==> config.mk <==
export PLATFORM = sky130hd
export DESIGN_NAME = material_sorter_sequencer_flat
export DESIGN_NICKNAME = d
export VERILOG_FILES = /design/src/mss_pkg.sv /design/src/mss_in_if.sv /design/src/mss_out_if.sv /design/src/material_sorter_sequencer.sv /design/src/flat_wrapper.sv
export SDC_FILE = /design/constraint.sdc
export NUM_CORES = 1
export LEC_CHECK = 0
export ABC_AREA = 1
export BUFFER_PORTS_ARGS = -buffer_cell sky130_fd_sc_hd__buf_4
export CAP_MARGIN = 20
export CORE_MARGIN = 4
export CORE_UTILIZATION = 43
export DETAILED_ROUTE_END_ITERATION = 12
export GPL_ROUTABILITY_DRIVEN = 0
export PLACE_DENSITY = 0.78
export SYNTH_ARGS = -nofsm -noshare
export SYNTH_HDL_FRONTEND = slang
export SYNTH_SLANG_ARGS = --single-unit
==> constraint.sdc <==
create_clock -name clk -period 2.4 [get_ports clk]
set_input_delay 0.48 -clock clk [delete_from_list [all_inputs] [get_ports clk]]
set_output_delay 0.48 -clock clk [all_outputs]
set_load 0.05 [all_outputs]
==> src/mss_pkg.sv <==
// ----------------------------------------------------------------------------
// Material sorter sequencer package
// Phase and material codes, field widths and register map constants.
// ----------------------------------------------------------------------------
package mss_pkg;

  localparam int PhaseW    = 3;
  localparam int MaterialW = 3;
  localparam int DirW      = 2;
  localparam int DutyW     = 8;
  localparam int PaddrW    = 3;
  localparam int PdataW    = 32;

  typedef logic [PhaseW-1:0]    phase_t;
  typedef logic [MaterialW-1:0] material_t;
  typedef logic [DirW-1:0]      dir_t;
  typedef logic [DutyW-1:0]     duty_t;
  typedef logic [PaddrW-1:0]    paddr_t;
  typedef logic [PdataW-1:0]    pdata_t;

  localparam phase_t PH_SEEK       = 3'd0;
  localparam phase_t PH_RETURN     = 3'd1;
  localparam phase_t PH_WAIT_ITEM  = 3'd2;
  localparam phase_t PH_WAIT_START = 3'd3;
  localparam phase_t PH_CLASSIFY   = 3'd4;
  localparam phase_t PH_MOVE_CAN   = 3'd5;
  localparam phase_t PH_MOVE_GLASS = 3'd6;
  localparam phase_t PH_DEPOSIT    = 3'd7;

  localparam material_t MAT_NONE    = 3'd0;
  localparam material_t MAT_CAN     = 3'd1;
  localparam material_t MAT_GLASS   = 3'd2;
  localparam material_t MAT_PET     = 3'd3;
  localparam material_t MAT_UNKNOWN = 3'd4;

  localparam dir_t DIR_STOP = 2'd0;
  localparam dir_t DIR_ONE  = 2'd1;
  localparam dir_t DIR_TWO  = 2'd2;

  localparam duty_t DUTY_RESET = 8'd25;

  localparam logic REG_MOTOR_DUTY = 1'b0;

endpackage

==> src/mss_in_if.sv <==
// ----------------------------------------------------------------------------
// Material sorter input channel
// One item carries one sample of the sensor and button pin levels.
// ----------------------------------------------------------------------------
interface mss_in_if;
  logic valid;
  logic ready;
  logic metal_sensor;
  logic pet_sensor_n;
  logic glass_sensor_n;
  logic centre_pos_n;
  logic can_pos_n;
  logic glass_pos_n;
  logic start_button;
  logic exit_sensor_n;

  modport source (
    output valid, metal_sensor, pet_sensor_n, glass_sensor_n, centre_pos_n,
           can_pos_n, glass_pos_n, start_button, exit_sensor_n,
    input  ready
  );

  modport sink (
    input  valid, metal_sensor, pet_sensor_n, glass_sensor_n, centre_pos_n,
           can_pos_n, glass_pos_n, start_button, exit_sensor_n,
    output ready
  );
endinterface

==> src/mss_out_if.sv <==
// ----------------------------------------------------------------------------
// Material sorter result channel
// One item carries the motor, ramp and status outputs of one tick.
// ----------------------------------------------------------------------------
interface mss_out_if;
  import mss_pkg::*;

  logic      valid;
  logic      ready;
  duty_t     motor_drive;
  dir_t      motor_dir;
  logic      ramp_raised;
  phase_t    phase;
  material_t material;

  modport source (
    output valid, motor_drive, motor_dir, ramp_raised, phase, material,
    input  ready
  );

  modport sink (
    input  valid, motor_drive, motor_dir, ramp_raised, phase, material,
    output ready
  );
endinterface

==> src/material_sorter_sequencer.sv <==
// ----------------------------------------------------------------------------
// Material sorter sequencer
// Homes the ramp, classifies an item and drives it to its chute, one pin
// sample per item.
//
//   Port     Role    Content
//   in_ch    sink    one sample of the eight sensor and button pins
//   out_ch   source  motor duty, direction, ramp, phase and material
//   APB      slave   motor_duty register at byte address 0
//
// The transition logic sits between the state registers and the result
// register, and a new item is taken every cycle in which the result
// register is empty or being drained.
// Reset (rst_n low, synchronous) sets the homing seek phase, no material,
// ramp down and a duty of 25.
// ----------------------------------------------------------------------------
module material_sorter_sequencer (
  input  logic            clk,
  input  logic            rst_n,
  mss_in_if.sink          in_ch,
  mss_out_if.source       out_ch,
  input  logic            psel,
  input  logic            penable,
  input  logic            pwrite,
  input  mss_pkg::paddr_t paddr,
  input  mss_pkg::pdata_t pwdata,
  output mss_pkg::pdata_t prdata,
  output logic            pready
);
  import mss_pkg::*;

  duty_t     duty_r;
  phase_t    phase_r, phase_nxt;
  material_t material_r, material_nxt;
  logic      ramp_r, ramp_nxt;
  dir_t      dir_nxt;
  logic      out_valid_r;
  duty_t     out_drive_r;
  dir_t      out_dir_r;
  logic      in_take;
  logic      metal, pet, glass, at_centre, at_can, at_glass, start, leaving, item;

  assign pready = 1'b1;
  assign prdata = (paddr[PaddrW-1] == REG_MOTOR_DUTY) ?
                  {{(PdataW-DutyW){1'b0}}, duty_r} : '0;

  always_ff @(posedge clk) begin
    if (!rst_n) begin
      duty_r <= DUTY_RESET;
    end else if (psel && penable && pwrite && paddr[PaddrW-1] == REG_MOTOR_DUTY) begin
      duty_r <= pwdata[DutyW-1:0];
    end
  end

  assign in_ch.ready = !out_valid_r || out_ch.ready;
  assign in_take     = in_ch.valid && in_ch.ready;

  assign metal     = in_ch.metal_sensor;
  assign pet       = !in_ch.pet_sensor_n;
  assign glass     = !in_ch.glass_sensor_n;
  assign at_centre = !in_ch.centre_pos_n;
  assign at_can    = !in_ch.can_pos_n;
  assign at_glass  = !in_ch.glass_pos_n;
  assign start     = in_ch.start_button;
  assign leaving   = !in_ch.exit_sensor_n;
  assign item      = pet || glass || metal;

  always_comb begin
    phase_nxt    = phase_r;
    material_nxt = material_r;
    ramp_nxt     = ramp_r;
    dir_nxt      = DIR_STOP;
    case (phase_r)
      PH_SEEK: begin
        if (!at_centre && !at_glass) begin
          dir_nxt = DIR_ONE;
        end else if (at_glass && !at_centre && !at_can) begin
          dir_nxt   = DIR_TWO;
          phase_nxt = PH_RETURN;
        end else begin
          phase_nxt = PH_WAIT_ITEM;
        end
      end
      PH_RETURN: begin
        if (!at_centre) begin
          dir_nxt = DIR_TWO;
        end else begin
          phase_nxt = PH_WAIT_ITEM;
        end
      end
      PH_WAIT_ITEM: begin
        if (item) begin
          phase_nxt = PH_WAIT_START;
        end
      end
      PH_WAIT_START: begin
        if (start) begin
          phase_nxt = PH_CLASSIFY;
        end
      end
      PH_CLASSIFY: begin
        if (item) begin
          ramp_nxt  = 1'b1;
          phase_nxt = PH_DEPOSIT;
          if (metal && glass && pet) begin
            material_nxt = MAT_CAN;
            if (!at_can) begin
              dir_nxt   = DIR_TWO;
              ramp_nxt  = ramp_r;
              phase_nxt = PH_MOVE_CAN;
            end
          end else if (glass && pet) begin
            material_nxt = MAT_GLASS;
            if (!at_glass) begin
              dir_nxt   = DIR_ONE;
              ramp_nxt  = ramp_r;
              phase_nxt = PH_MOVE_GLASS;
            end
          end else if (pet && !glass && !metal) begin
            material_nxt = MAT_PET;
          end else begin
            material_nxt = MAT_UNKNOWN;
          end
        end
      end
      PH_MOVE_CAN: begin
        if (!at_can) begin
          dir_nxt = DIR_TWO;
        end else begin
          ramp_nxt  = 1'b1;
          phase_nxt = PH_DEPOSIT;
        end
      end
      PH_MOVE_GLASS: begin
        if (!at_glass) begin
          dir_nxt = DIR_ONE;
        end else begin
          ramp_nxt  = 1'b1;
          phase_nxt = PH_DEPOSIT;
        end
      end
      PH_DEPOSIT: begin
        ramp_nxt = 1'b1;
        if (leaving) begin
          ramp_nxt     = 1'b0;
          material_nxt = MAT_NONE;
          phase_nxt    = PH_SEEK;
        end
      end
      default: begin
        phase_nxt = PH_SEEK;
      end
    endcase
  end

  always_ff @(posedge clk) begin
    if (!rst_n) begin
      phase_r     <= PH_SEEK;
      material_r  <= MAT_NONE;
      ramp_r      <= 1'b0;
      out_valid_r <= 1'b0;
    end else begin
      if (in_take) begin
        phase_r     <= phase_nxt;
        material_r  <= material_nxt;
        ramp_r      <= ramp_nxt;
        out_valid_r <= 1'b1;
      end else if (out_ch.ready) begin
        out_valid_r <= 1'b0;
      end
    end
  end

  always_ff @(posedge clk) begin
    if (in_take) begin
      out_dir_r   <= dir_nxt;
      out_drive_r <= (dir_nxt != DIR_STOP) ? duty_r : '0;
    end
  end

  assign out_ch.valid       = out_valid_r;
  assign out_ch.motor_drive = out_drive_r;
  assign out_ch.motor_dir   = out_dir_r;
  assign out_ch.ramp_raised = ramp_r;
  assign out_ch.phase       = phase_r;
  assign out_ch.material    = material_r;

endmodule
==> src/flat_wrapper.sv <==
// flat-port wrapper written by rule: the top's interface ports become plain ports
module material_sorter_sequencer_flat import mss_pkg::*;
  (clk, rst_n, psel, penable, pwrite, paddr, pwdata, prdata, pready, in_ch_valid, in_ch_metal_sensor, in_ch_pet_sensor_n, in_ch_glass_sensor_n, in_ch_centre_pos_n, in_ch_can_pos_n, in_ch_glass_pos_n, in_ch_start_button, in_ch_exit_sensor_n, in_ch_ready, out_ch_valid, out_ch_motor_drive, out_ch_motor_dir, out_ch_ramp_raised, out_ch_phase, out_ch_material, out_ch_ready);
  mss_in_if in_ch_i ();
  mss_out_if out_ch_i ();
  input  logic clk;
  input  logic rst_n;
  input  logic psel;
  input  logic penable;
  input  logic pwrite;
  input  mss_pkg::paddr_t paddr;
  input  mss_pkg::pdata_t pwdata;
  output mss_pkg::pdata_t prdata;
  output logic pready;
  input wire logic [$bits(in_ch_i.valid)-1:0] in_ch_valid;
  input wire logic [$bits(in_ch_i.metal_sensor)-1:0] in_ch_metal_sensor;
  input wire logic [$bits(in_ch_i.pet_sensor_n)-1:0] in_ch_pet_sensor_n;
  input wire logic [$bits(in_ch_i.glass_sensor_n)-1:0] in_ch_glass_sensor_n;
  input wire logic [$bits(in_ch_i.centre_pos_n)-1:0] in_ch_centre_pos_n;
  input wire logic [$bits(in_ch_i.can_pos_n)-1:0] in_ch_can_pos_n;
  input wire logic [$bits(in_ch_i.glass_pos_n)-1:0] in_ch_glass_pos_n;
  input wire logic [$bits(in_ch_i.start_button)-1:0] in_ch_start_button;
  input wire logic [$bits(in_ch_i.exit_sensor_n)-1:0] in_ch_exit_sensor_n;
  output wire logic [$bits(in_ch_i.ready)-1:0] in_ch_ready;
  output wire logic [$bits(out_ch_i.valid)-1:0] out_ch_valid;
  output wire logic [$bits(out_ch_i.motor_drive)-1:0] out_ch_motor_drive;
  output wire logic [$bits(out_ch_i.motor_dir)-1:0] out_ch_motor_dir;
  output wire logic [$bits(out_ch_i.ramp_raised)-1:0] out_ch_ramp_raised;
  output wire logic [$bits(out_ch_i.phase)-1:0] out_ch_phase;
  output wire logic [$bits(out_ch_i.material)-1:0] out_ch_material;
  input wire logic [$bits(out_ch_i.ready)-1:0] out_ch_ready;
  assign in_ch_i.valid = in_ch_valid;
  assign in_ch_i.metal_sensor = in_ch_metal_sensor;
  assign in_ch_i.pet_sensor_n = in_ch_pet_sensor_n;
  assign in_ch_i.glass_sensor_n = in_ch_glass_sensor_n;
  assign in_ch_i.centre_pos_n = in_ch_centre_pos_n;
  assign in_ch_i.can_pos_n = in_ch_can_pos_n;
  assign in_ch_i.glass_pos_n = in_ch_glass_pos_n;
  assign in_ch_i.start_button = in_ch_start_button;
  assign in_ch_i.exit_sensor_n = in_ch_exit_sensor_n;
  assign in_ch_ready = in_ch_i.ready;
  assign out_ch_valid = out_ch_i.valid;
  assign out_ch_motor_drive = out_ch_i.motor_drive;
  assign out_ch_motor_dir = out_ch_i.motor_dir;
  assign out_ch_ramp_raised = out_ch_i.ramp_raised;
  assign out_ch_phase = out_ch_i.phase;
  assign out_ch_material = out_ch_i.material;
  assign out_ch_i.ready = out_ch_ready;
  material_sorter_sequencer u_core (.clk(clk), .rst_n(rst_n), .in_ch(in_ch_i), .out_ch(out_ch_i), .psel(psel), .penable(penable), .pwrite(pwrite), .paddr(paddr), .pwdata(pwdata), .prdata(prdata), .pready(pready));
endmodule
==> Word level (Yosys, flattened, before mapping) <==
Cells that the tools add are included.
{ "totals": {"register_bits": 26, "wordCells": 89} }
{ "op_classes": {"eq_ne": 15, "n_mux": 38, "bitwise": 1, "reduce_logical": 28} }
{ "ops": {"columns": ["cell", "n"], "rows": [
  ["3-bit two-way mux", 14],
  ["3-bit one-hot mux with 8 select lines", 1],
  ["2-bit two-way mux", 9],
  ["3-bit equality test (second input constant)", 4],
  ["1-bit logical AND", 12],
  ["2-bit != test (second input constant)", 6],
  ["1-bit two-way mux", 10],
  ["2-bit one-hot mux with 5 select lines", 1],
  ["9-bit AND reduction", 1],
  ["8-bit two-way mux", 1],
  ["3-bit by 2-bit equality test with 1-bit output (second input constant)", 2],
  ["3-bit one-hot mux with 2 select lines", 1],
  ["2-bit nonzero test", 3],
  ["1-bit zero test", 5],
  ["2-bit by 1-bit != test with 1-bit output (second input constant)", 2],
  ["1-bit one-hot mux with 4 select lines", 1],
  ["4-bit AND reduction", 1],
  ["4-bit nonzero test", 1],
  ["3-bit by 1-bit equality test with 1-bit output (second input constant)", 1],
  ["3-bit zero test", 1],
  ["1-bit logical OR", 3],
  ["3-bit AND reduction", 1],
  ["1-bit NOT", 1]
]} }

==> Depth between registers and ports, before layout <==
Gate-level depths: netlist (run 1).
{ "depth": {"ltp_word": 8, "depth_mapped": 10, "ltp_nobuf": 10} }

==> Worst setup path before layout (run 1) <==
OpenSTA, ideal clock, no wires.
{ "synth_path": {"path_type": "register to register", "startpoint": "register u_core.out_valid_r (netlist: u_core.out_ch.valid)", "endpoint": "register u_core.material_r[0] (netlist: u_core.out_ch.material[0])", "setup_ps": 120, "arrival_ps": 1825, "t_required_ps": 2280, "setup_slack_ps": 455, "stages_incl_launch_ff": 7, "path_buffers": 0, "path_cell_list": "dfxtp_1 > a21oi_1 > nand2_1 > nor2_4 > nand2_1 > nand2_1 > a21oi_1"} }
{ "synth_between": {"elab_chain_cells": 4} }
{ "synth_rtl": {"columns": ["item", "line", "rtl"], "rows": [
  ["start, declared", "material_sorter_sequencer.sv:37", "logic out_valid_r;"],
  ["start signal, assigned", "material_sorter_sequencer.sv:161", "out_valid_r <= 1'b0;"],
  ["start signal, assigned", "material_sorter_sequencer.sv:167", "out_valid_r <= 1'b1;"],
  ["start signal, assigned", "material_sorter_sequencer.sv:169", "out_valid_r <= 1'b0;"],
  ["1-bit zero test", "material_sorter_sequencer.sv:55", "assign in_ch.ready = !out_valid_r || out_ch.ready;"],
  ["1-bit logical OR", "material_sorter_sequencer.sv:55", null],
  ["1-bit logical AND", "material_sorter_sequencer.sv:56", "assign in_take = in_ch.valid && in_ch.ready;"],
  ["net u_core.in_take", "material_sorter_sequencer.sv:40", "logic in_take;"],
  ["4-bit AND reduction (no line)", null, null],
  ["end signal, assigned", "material_sorter_sequencer.sv:165", "material_r <= material_nxt;"],
  ["end, declared", "material_sorter_sequencer.sv:34", "material_t material_r, material_nxt;"]
]} }
The timed path passes the listed nets, and every way through them passes these cells.
A chain may end at the register's enable or synchronous reset.

==> Final worst setup path (run 1) <==
{ "layout_path": {"startpoint": "register u_core.phase_r[1] (netlist: u_core.out_ch.phase[1])", "endpoint": "register u_core.out_drive_r[6] (netlist: u_core.out_ch.motor_drive[6]) (data pin)"} }
{ "layout_between": {"elab_chain_cells": 3, "word_cells_on_any_way": 7, "classes_between": "eq/ne (4); mux (1); reduce/logical (2)"} }
{ "layout_rtl": {"columns": ["item", "line", "rtl"], "rows": [
  ["start, declared", "material_sorter_sequencer.sv:33", "phase_t phase_r, phase_nxt;"],
  ["start signal, assigned", "material_sorter_sequencer.sv:164", "phase_r <= phase_nxt;"],
  ["3-bit equality test, or another cell as far along", "material_sorter_sequencer.sv:73", "case (phase_r)"],
  ["2-bit one-hot mux with 5 select lines (*)", "material_sorter_sequencer.sv:73", null],
  ["net u_core.dir_nxt[0]", "material_sorter_sequencer.sv:36", "dir_t dir_nxt;"],
  ["2-bit nonzero test (*)", "material_sorter_sequencer.sv:177", "out_drive_r <= (dir_nxt != DIR_STOP) ? duty_r : '0;"],
  ["end signal, assigned", "material_sorter_sequencer.sv:177", null],
  ["end, declared", "material_sorter_sequencer.sv:38", "duty_t out_drive_r;"]
]} }
Mark *: on every way through the listed nets, which the timed path passes. The rest lies on a longest branch.

==> run summary, run 1 <==
Pre-antenna DRT Iters: 5
Setup violators final: 0
Power per cell area: 586 nW/um2
Gr usage total: 14.3%
Delay of the slowest critical-path stage: 520 ps
Status: finished, final reports clean
Core area: 3660 um2
Hold Path End: u_core.duty_r[3]$_SDFFE_PN1P_
Number of flops mapped to enable cells by yosys: 10
FF-to-FF Start: u_core.out_ch.phase[1]$_SDFFE_PN0P_
Die Width: 69.6 um
Die area: 4840 um2
Post-Syn Area: 1630 um2
WL/cell: 11.1 um
Num CTS Buffers: 3
Detail Placement HPWL: 2800 um
Worst hold-check path type: input port to register
GRT overflow: 0
Root Driver: clkbuf_8
Initial DRC Count: 94
Gate Count Post-Synth: 212
Antenna Cells: 0
Fill cells: 356
Clk slew on worst S/H paths: 80 ps
Post-CTS setup buffers: 0
Clock skew: 3.48 ps
Critical Path RT: 2420 ps
Initial Util: 44.5%
Vias in the first global route: 1329
Residual DRC: 0
Synth area leader: dfxtp_1
Max Slew Vio Count: 0
Leakage power: 0.978 nW
Most used cell, CP: inv_2
Commonest cells in the synthesized netlist: nand2_1, buf_4, nor2_1
WS Path Type: register to register
Area share of the largest cell type after synthesis: 19.7%
FF-to-FF setup slack: 790 ps
Final period util: 67.1%
H-tree depth: 1
RR Endpoint: u_core.out_ch.motor_drive[6]$_SDFFCE_PN0P_
Layout cells sized above 1: 34.0%
Largest net degree at the start of global routing: 15
Largest cells by area after synthesis: dfxtp_1, edfxtp_1, buf_4, nand2_1, nor2_1
Routed WL: 3450 um
CTS tree: done
Port bufs: 50
Synth Warn #: 0
Seq cells post-synth: 26
Initial antenna violation count: 0
Post_cts resized: 0
Avg Cell Area, Syn: 7.68 um2
# IOs: 102
Maxcap violations: 0
Worst-Skew Late Latency: 260 ps
Clock tree sinks: 26
Fmax: 621 MHz
Yosys cell types: 31
Post-DRT Antenna Nets: 0
Post-synth top flop: dfxtp_1
Worst-case vdd ir drop: 0.000431 V
Via total after detailed routing: 1403
Setup TNS: 0 ps
Count leader, synth: nand2_1
Crit start category: register
Sequential element share of the synthesized area: 38.1%
Vias/cell: 4.53
Post-CTS Hold Fix Bufs: 0
Ys async rst share: 0%
Final Hold Fails: 0
Critical path peak fanout: 8
First-pass GRT wire length: 5780 um
# nets final: 313
Die height: 69.6 um
Layout Utilization: 54.8%
Minimum clock period: 1610 ps
Critical-path cell list: inv_2, nand2_4, o21ai_2, a21oi_1, inv_2, nor2_8, nor2_2
Min-delay src: pwdata[3]
Synth-to-layout area growth: 23.1%
Worst Setup End Kind: register
CP arrival: 1630 ps
Row Count: 22
Crit-path slowest cell: dfxtp_1
Max Root-Sink Buffers: 2
WHS Path Cells: 3
Unrepaired setup endpoints after global routing: false
Worst reg2reg path depth: 7
[through the flow]
stage	power, mW	area, um2	hold WS, ps	std cells	setup WS, ps
floorplan	0.847	1720	467	235	455
global placement	0.908	1950	455	306	717
detailed placement	0.914	1950	459	306	671
CTS	1.19	2010	431	310	801
global route	1.24	2010	435	310	682
finish	1.17	2010	433	310	790
[state kept, by name (all words and copies together) (netlist names)]
signal                     cells
u_core.out_ch.material         3
u_core.out_ch.motor_drive      8
u_core.out_ch.motor_dir        2
u_core.duty_r                  8
u_core.out_ch.phase            3
u_core.out_ch.valid            1
u_core.out_ch.ramp_raised      1
[where the power goes]
group	switching, mW	internal, mW	total [mW]
clock network	0.125	0.146	0.271
registers	0.0161	0.485	0.502
logic	0.299	0.103	0.402
total	0.440	0.735	1.17
[layout make-up]
cell class	instances	area [um2]	area share, %
multi-input combinational	152	774	38.6
sequential	26	621	30.9
timing repair buffer	52	390	19.5
inverter	28	105	5.24
tap	48	60.1	2.99
clock buffer	4	55.1	2.74
[placed cells by master (no fill, tap or decap), types with 4 or more instances in the layout]
master / instances
conb_1: 25
a21oi_1: 15
edfxtp_1: 10
nor2_4: 4
inv_2: 6
nand3_1: 12
inv_1: 22
o211ai_1: 4
nor2_1: 24
nor2_2: 10
dfxtp_1: 16
clkbuf_8: 4
nand2_2: 7
buf_4: 52
nand2_1: 29
o21ai_0: 8
[metal layers]
layer  wire (um)  vias up  GRT usage (%)
met5           0        -              0
met4          48        0           3.90
met3         211        4           2.75
met2        1760       45           26.5
met1        1430      626           16.7
li1            -      728              -
[how the worst max path moves through the flow]
stage	from	to	slack, ps	depth (start not counted)
after global placement	in_ch_glass_pos_n	u_core.out_ch.motor_drive[5]$_SDFFCE_PN0P_	720	8
after global routing	u_core.out_ch.phase[1]$_SDFFE_PN0P_	u_core.out_ch.motor_drive[3]$_SDFFCE_PN0P_	680	7
final	u_core.out_ch.phase[1]$_SDFFE_PN0P_	u_core.out_ch.motor_drive[6]$_SDFFCE_PN0P_	790	7
after floorplan	u_core.out_ch.valid$_SDFFE_PN0P_	u_core.out_ch.material[0]$_SDFFE_PN0P_	460	6
after CTS	u_core.out_ch.phase[1]$_SDFFE_PN0P_	u_core.out_ch.motor_drive[6]$_SDFFCE_PN0P_	800	7
after detailed placement	in_ch_glass_sensor_n	u_core.out_ch.phase[1]$_SDFFE_PN0P_	670	9
[logic make-up (layout without fill, tap and decap cells)]
group / after synthesis / in the layout / share of synthesized area, %
simple gates: 95 / 95 / 30.4
compound gates: 32 / 32 / 11.4
buf+inv: 57 / 84 / 19.7
flops: 26 / 26 / 38.1
other cells: 2 / 25 / 0.461
[worst max-delay path, delay by kind of cell (launching register included)]
family	cells	cell delay, ps
flip-flops	1	520
AND/OR/NAND/NOR	3	380
AO/OA/AOI/OAI	2	270
buffers and inverters	2	210
(Power assumes the default switching activity.)
==> run 2: changes to the inputs <==
--- a/config.mk
+++ b/config.mk
@@ -9,10 +9,10 @@
 export BUFFER_PORTS_ARGS = -buffer_cell sky130_fd_sc_hd__buf_4
 export CAP_MARGIN = 20
 export CORE_MARGIN = 4
-export CORE_UTILIZATION = 43
+export CORE_UTILIZATION = 39
 export DETAILED_ROUTE_END_ITERATION = 12
 export GPL_ROUTABILITY_DRIVEN = 0
-export PLACE_DENSITY = 0.78
+export PLACE_DENSITY = 0.74
 export SYNTH_ARGS = -nofsm -noshare
 export SYNTH_HDL_FRONTEND = slang
 export SYNTH_SLANG_ARGS = --single-unit
==> constraint.sdc (replaced) <==
create_clock -name clk -period 1.45 [get_ports clk]
set_input_delay 0.29 -clock clk [delete_from_list [all_inputs] [get_ports clk]]
set_output_delay 0.29 -clock clk [all_outputs]
set_load 0.05 [all_outputs]
==> run 2 against run 1 <==
- die area rose by 9.1%
- via count increased by 0.14%
- design area up 4.7%
- register-to-register slack worse by 750 ps
- sequential cell count stayed put
- first-iteration DRC count fell by 15%
- worst setup slack worse by 750 ps
- maximum frequency is 15% higher
- combinational power increased by 71%
- critical path type unchanged
- largest power group unchanged
==> run summary, run 2 (synthesis results as in run 1) <==
WL/cell: 10.8 um (-2.7%)
Port bufs: 50 (unchanged)
Worst-case vdd ir drop: 0.000521 V (+21%)
Worst-Skew Late Latency: 260 ps (about the same)
# nets final: 318 (+1.6%)
Worst Setup End Kind: register
Die height: 72.6 um (+4.4%)
Routed WL: 3430 um (-0.46%)
Commonest non-fill, non-tap cell in the layout: buf_4
# IOs: 102 (unchanged)
First-pass GRT wire length: 5370 um (-7.2%)
Final period util: 96.9% (+30 points)
Vias/cell: 4.43 (-2.1%)
Crit-path slowest cell: dfxtp_4
Leakage power: 1.01 nW (+3.7%)
Min-delay src: pwdata[0]
Synth-to-layout area growth: 28.9%
H-tree depth: 1 (unchanged)
Largest net degree at the start of global routing: 16 (+1)
Worst hold-check path type: input port to register
Num CTS Buffers: 3 (unchanged)
Critical path peak fanout: 8 (unchanged)
Vias in the first global route: 1202 (-9.6%)
Clock skew: 6.23 ps (+2.75 ps)
Worst reg2reg path depth: 9 (+2)
Setup violators final: 0 (unchanged)
Clock tree sinks: 26 (unchanged)
Hold Path End: u_core.duty_r[0]$_SDFFE_PN1P_
Crit start category: register
Status: finished, final reports clean
Max Slew Vio Count: 0 (unchanged)
Delay of the slowest critical-path stage: 390 ps (-130 ps)
Residual DRC: 0 (unchanged)
Die Width: 72.6 um (+4.4%)
Layout cells sized above 1: 37.8% (+3.9 points)
Post-DRT Antenna Nets: 0 (unchanged)
Critical Path RT: 1480 ps (-940 ps)
Initial DRC Count: 80 (-15%)
CTS tree: done
Antenna Cells: 0 (unchanged)
RR Endpoint: u_core.out_ch.motor_drive[5]$_SDFFCE_PN0P_
GRT overflow: 0 (unchanged)
Total power: 2.10 mW (+78%)
Gr usage total: 12.5% (-1.8 points)
Post-CTS Hold Fix Bufs: 0 (unchanged)
Maxcap violations: 0 (unchanged)
Die area: 5280 um2 (+9.1%)
Hold Slack: 244 ps (-189 ps)
WS Path Type: register to register
Via total after detailed routing: 1405 (+0.14%)
Core area: 4030 um2 (+10%)
WHS Path Cells: 3 (unchanged)
Max Root-Sink Buffers: 2 (unchanged)
Minimum clock period: 1410 ps (-204 ps)
Pre-antenna DRT Iters: 4 (-1)
CP arrival: 1430 ps (-200 ps)
Power per cell area: 999 nW/um2 (+71%)
Clk slew on worst S/H paths: 90 ps (about the same)
Initial antenna violation count: 0 (unchanged)
Row Count: 23 (+4.5%)
Detail Placement HPWL: 2860 um (+2.2%)
Critical-path cell list: inv_2, nand2_4, nor2_2, nand2_2, nand2_1, a21oi_2, inv_2, nor2_8, nor2_2
FF-to-FF setup slack: 40 ps (-750 ps)
Root Driver: clkbuf_8
Initial Util: 40.4% (-4.1 points)
Final Hold Fails: 0 (unchanged)
Most frequent cells in the layout: buf_4, nand2_1, conb_1, nor2_1, inv_1
Unrepaired setup endpoints after global routing: true
FF-to-FF Start: u_core.out_ch.phase[0]$_SDFFE_PN0P_
Fmax: 712 MHz (+15%)
-- run 2: cell types whose count changed in the layout (fill, tap and decap cells not counted), sizes merged --
| cell | change |
|---|---|
| bufinv | +1 |
| buf | +5 |
| clkbuf | -1 |
-- run 2: routing by layer --
metal	vias up	track usage, %	share of wire, %
met5	-	0	0
met4	0	3.48	1.7
met1	610	17.2	42
li1	736	-	-
met2	53	19.9	48
met3	6	2.48	8.0
-- run 2: per-stage QoR --
step	TNS (ps)	cells	instance area (um2)	util, %	worst slack, ps
2_1_floorplan	-97.9	235	1740	-	-12.2
3_3_place_gp	-359	312	2010	49.8	-46.5
3_5_place_dp	-154	312	2010	49.8	-28.5
4_1_cts	0	316	2080	51.6	37.6
5_1_grt	-158	317	2100	52.1	-42.3
6_report	0	317	2100	52.1	44.7
-- run 2: what timing repair did --
item,CTS,global route
resized for setup,0,3
setup buffers,0,1
setup endpoints to repair,0,11
-- run 2: worst max-delay path, delay by kind of cell (launching register included) --
family                 cells  cell delay [ps]
AOI/OAI and AO/OA          1              110
buffers and inverters      2              150
DFF                        1              390
and+or+nand+nor            6              520
-- run 2: worst max-delay path by stage --
stage / start / end / slack, ps / depth (start not counted)
final: u_core.out_ch.phase[0]$_SDFFE_PN0P_ / u_core.out_ch.motor_drive[5]$_SDFFCE_PN0P_ / 40 / 9
after global routing: u_core.out_ch.phase[2]$_SDFFE_PN0P_ / u_core.out_ch.phase[2]$_SDFFE_PN0P_ / -40 / 9
after CTS: u_core.out_ch.phase[1]$_SDFFE_PN0P_ / u_core.out_ch.motor_drive[5]$_SDFFCE_PN0P_ / 40 / 9
after detailed placement: in_ch_glass_pos_n / u_core.out_ch.motor_drive[5]$_SDFFCE_PN0P_ / -30 / 8
after global placement: in_ch_glass_pos_n / u_core.out_ch.motor_drive[3]$_SDFFCE_PN0P_ / -50 / 8
after floorplan: u_core.out_ch.phase[2]$_SDFFE_PN0P_ / u_core.out_ch.motor_drive[0]$_SDFFCE_PN0P_ / -10 / 7
-- run 2: power by group --
part	switching (mW)	internal (mW)
registers	0.0266	0.804
logic	0.501	0.187
clock network	0.210	0.369
-- run 2: cell type report --
| cell class | count | area [um2] |
|---|---|---|
| Timing Repair Buffer | 57 | 428 |
| Inverter | 28 | 105 |
| Clock inverter | 1 | 30.0 |
| Clock buffer | 3 | 41.3 |
| Tap cell | 50 | 62.6 |
| Multi-Input combinational cell | 152 | 800 |
| Sequential cell | 26 | 633 |
| Fill cell | 398 | 1930 |
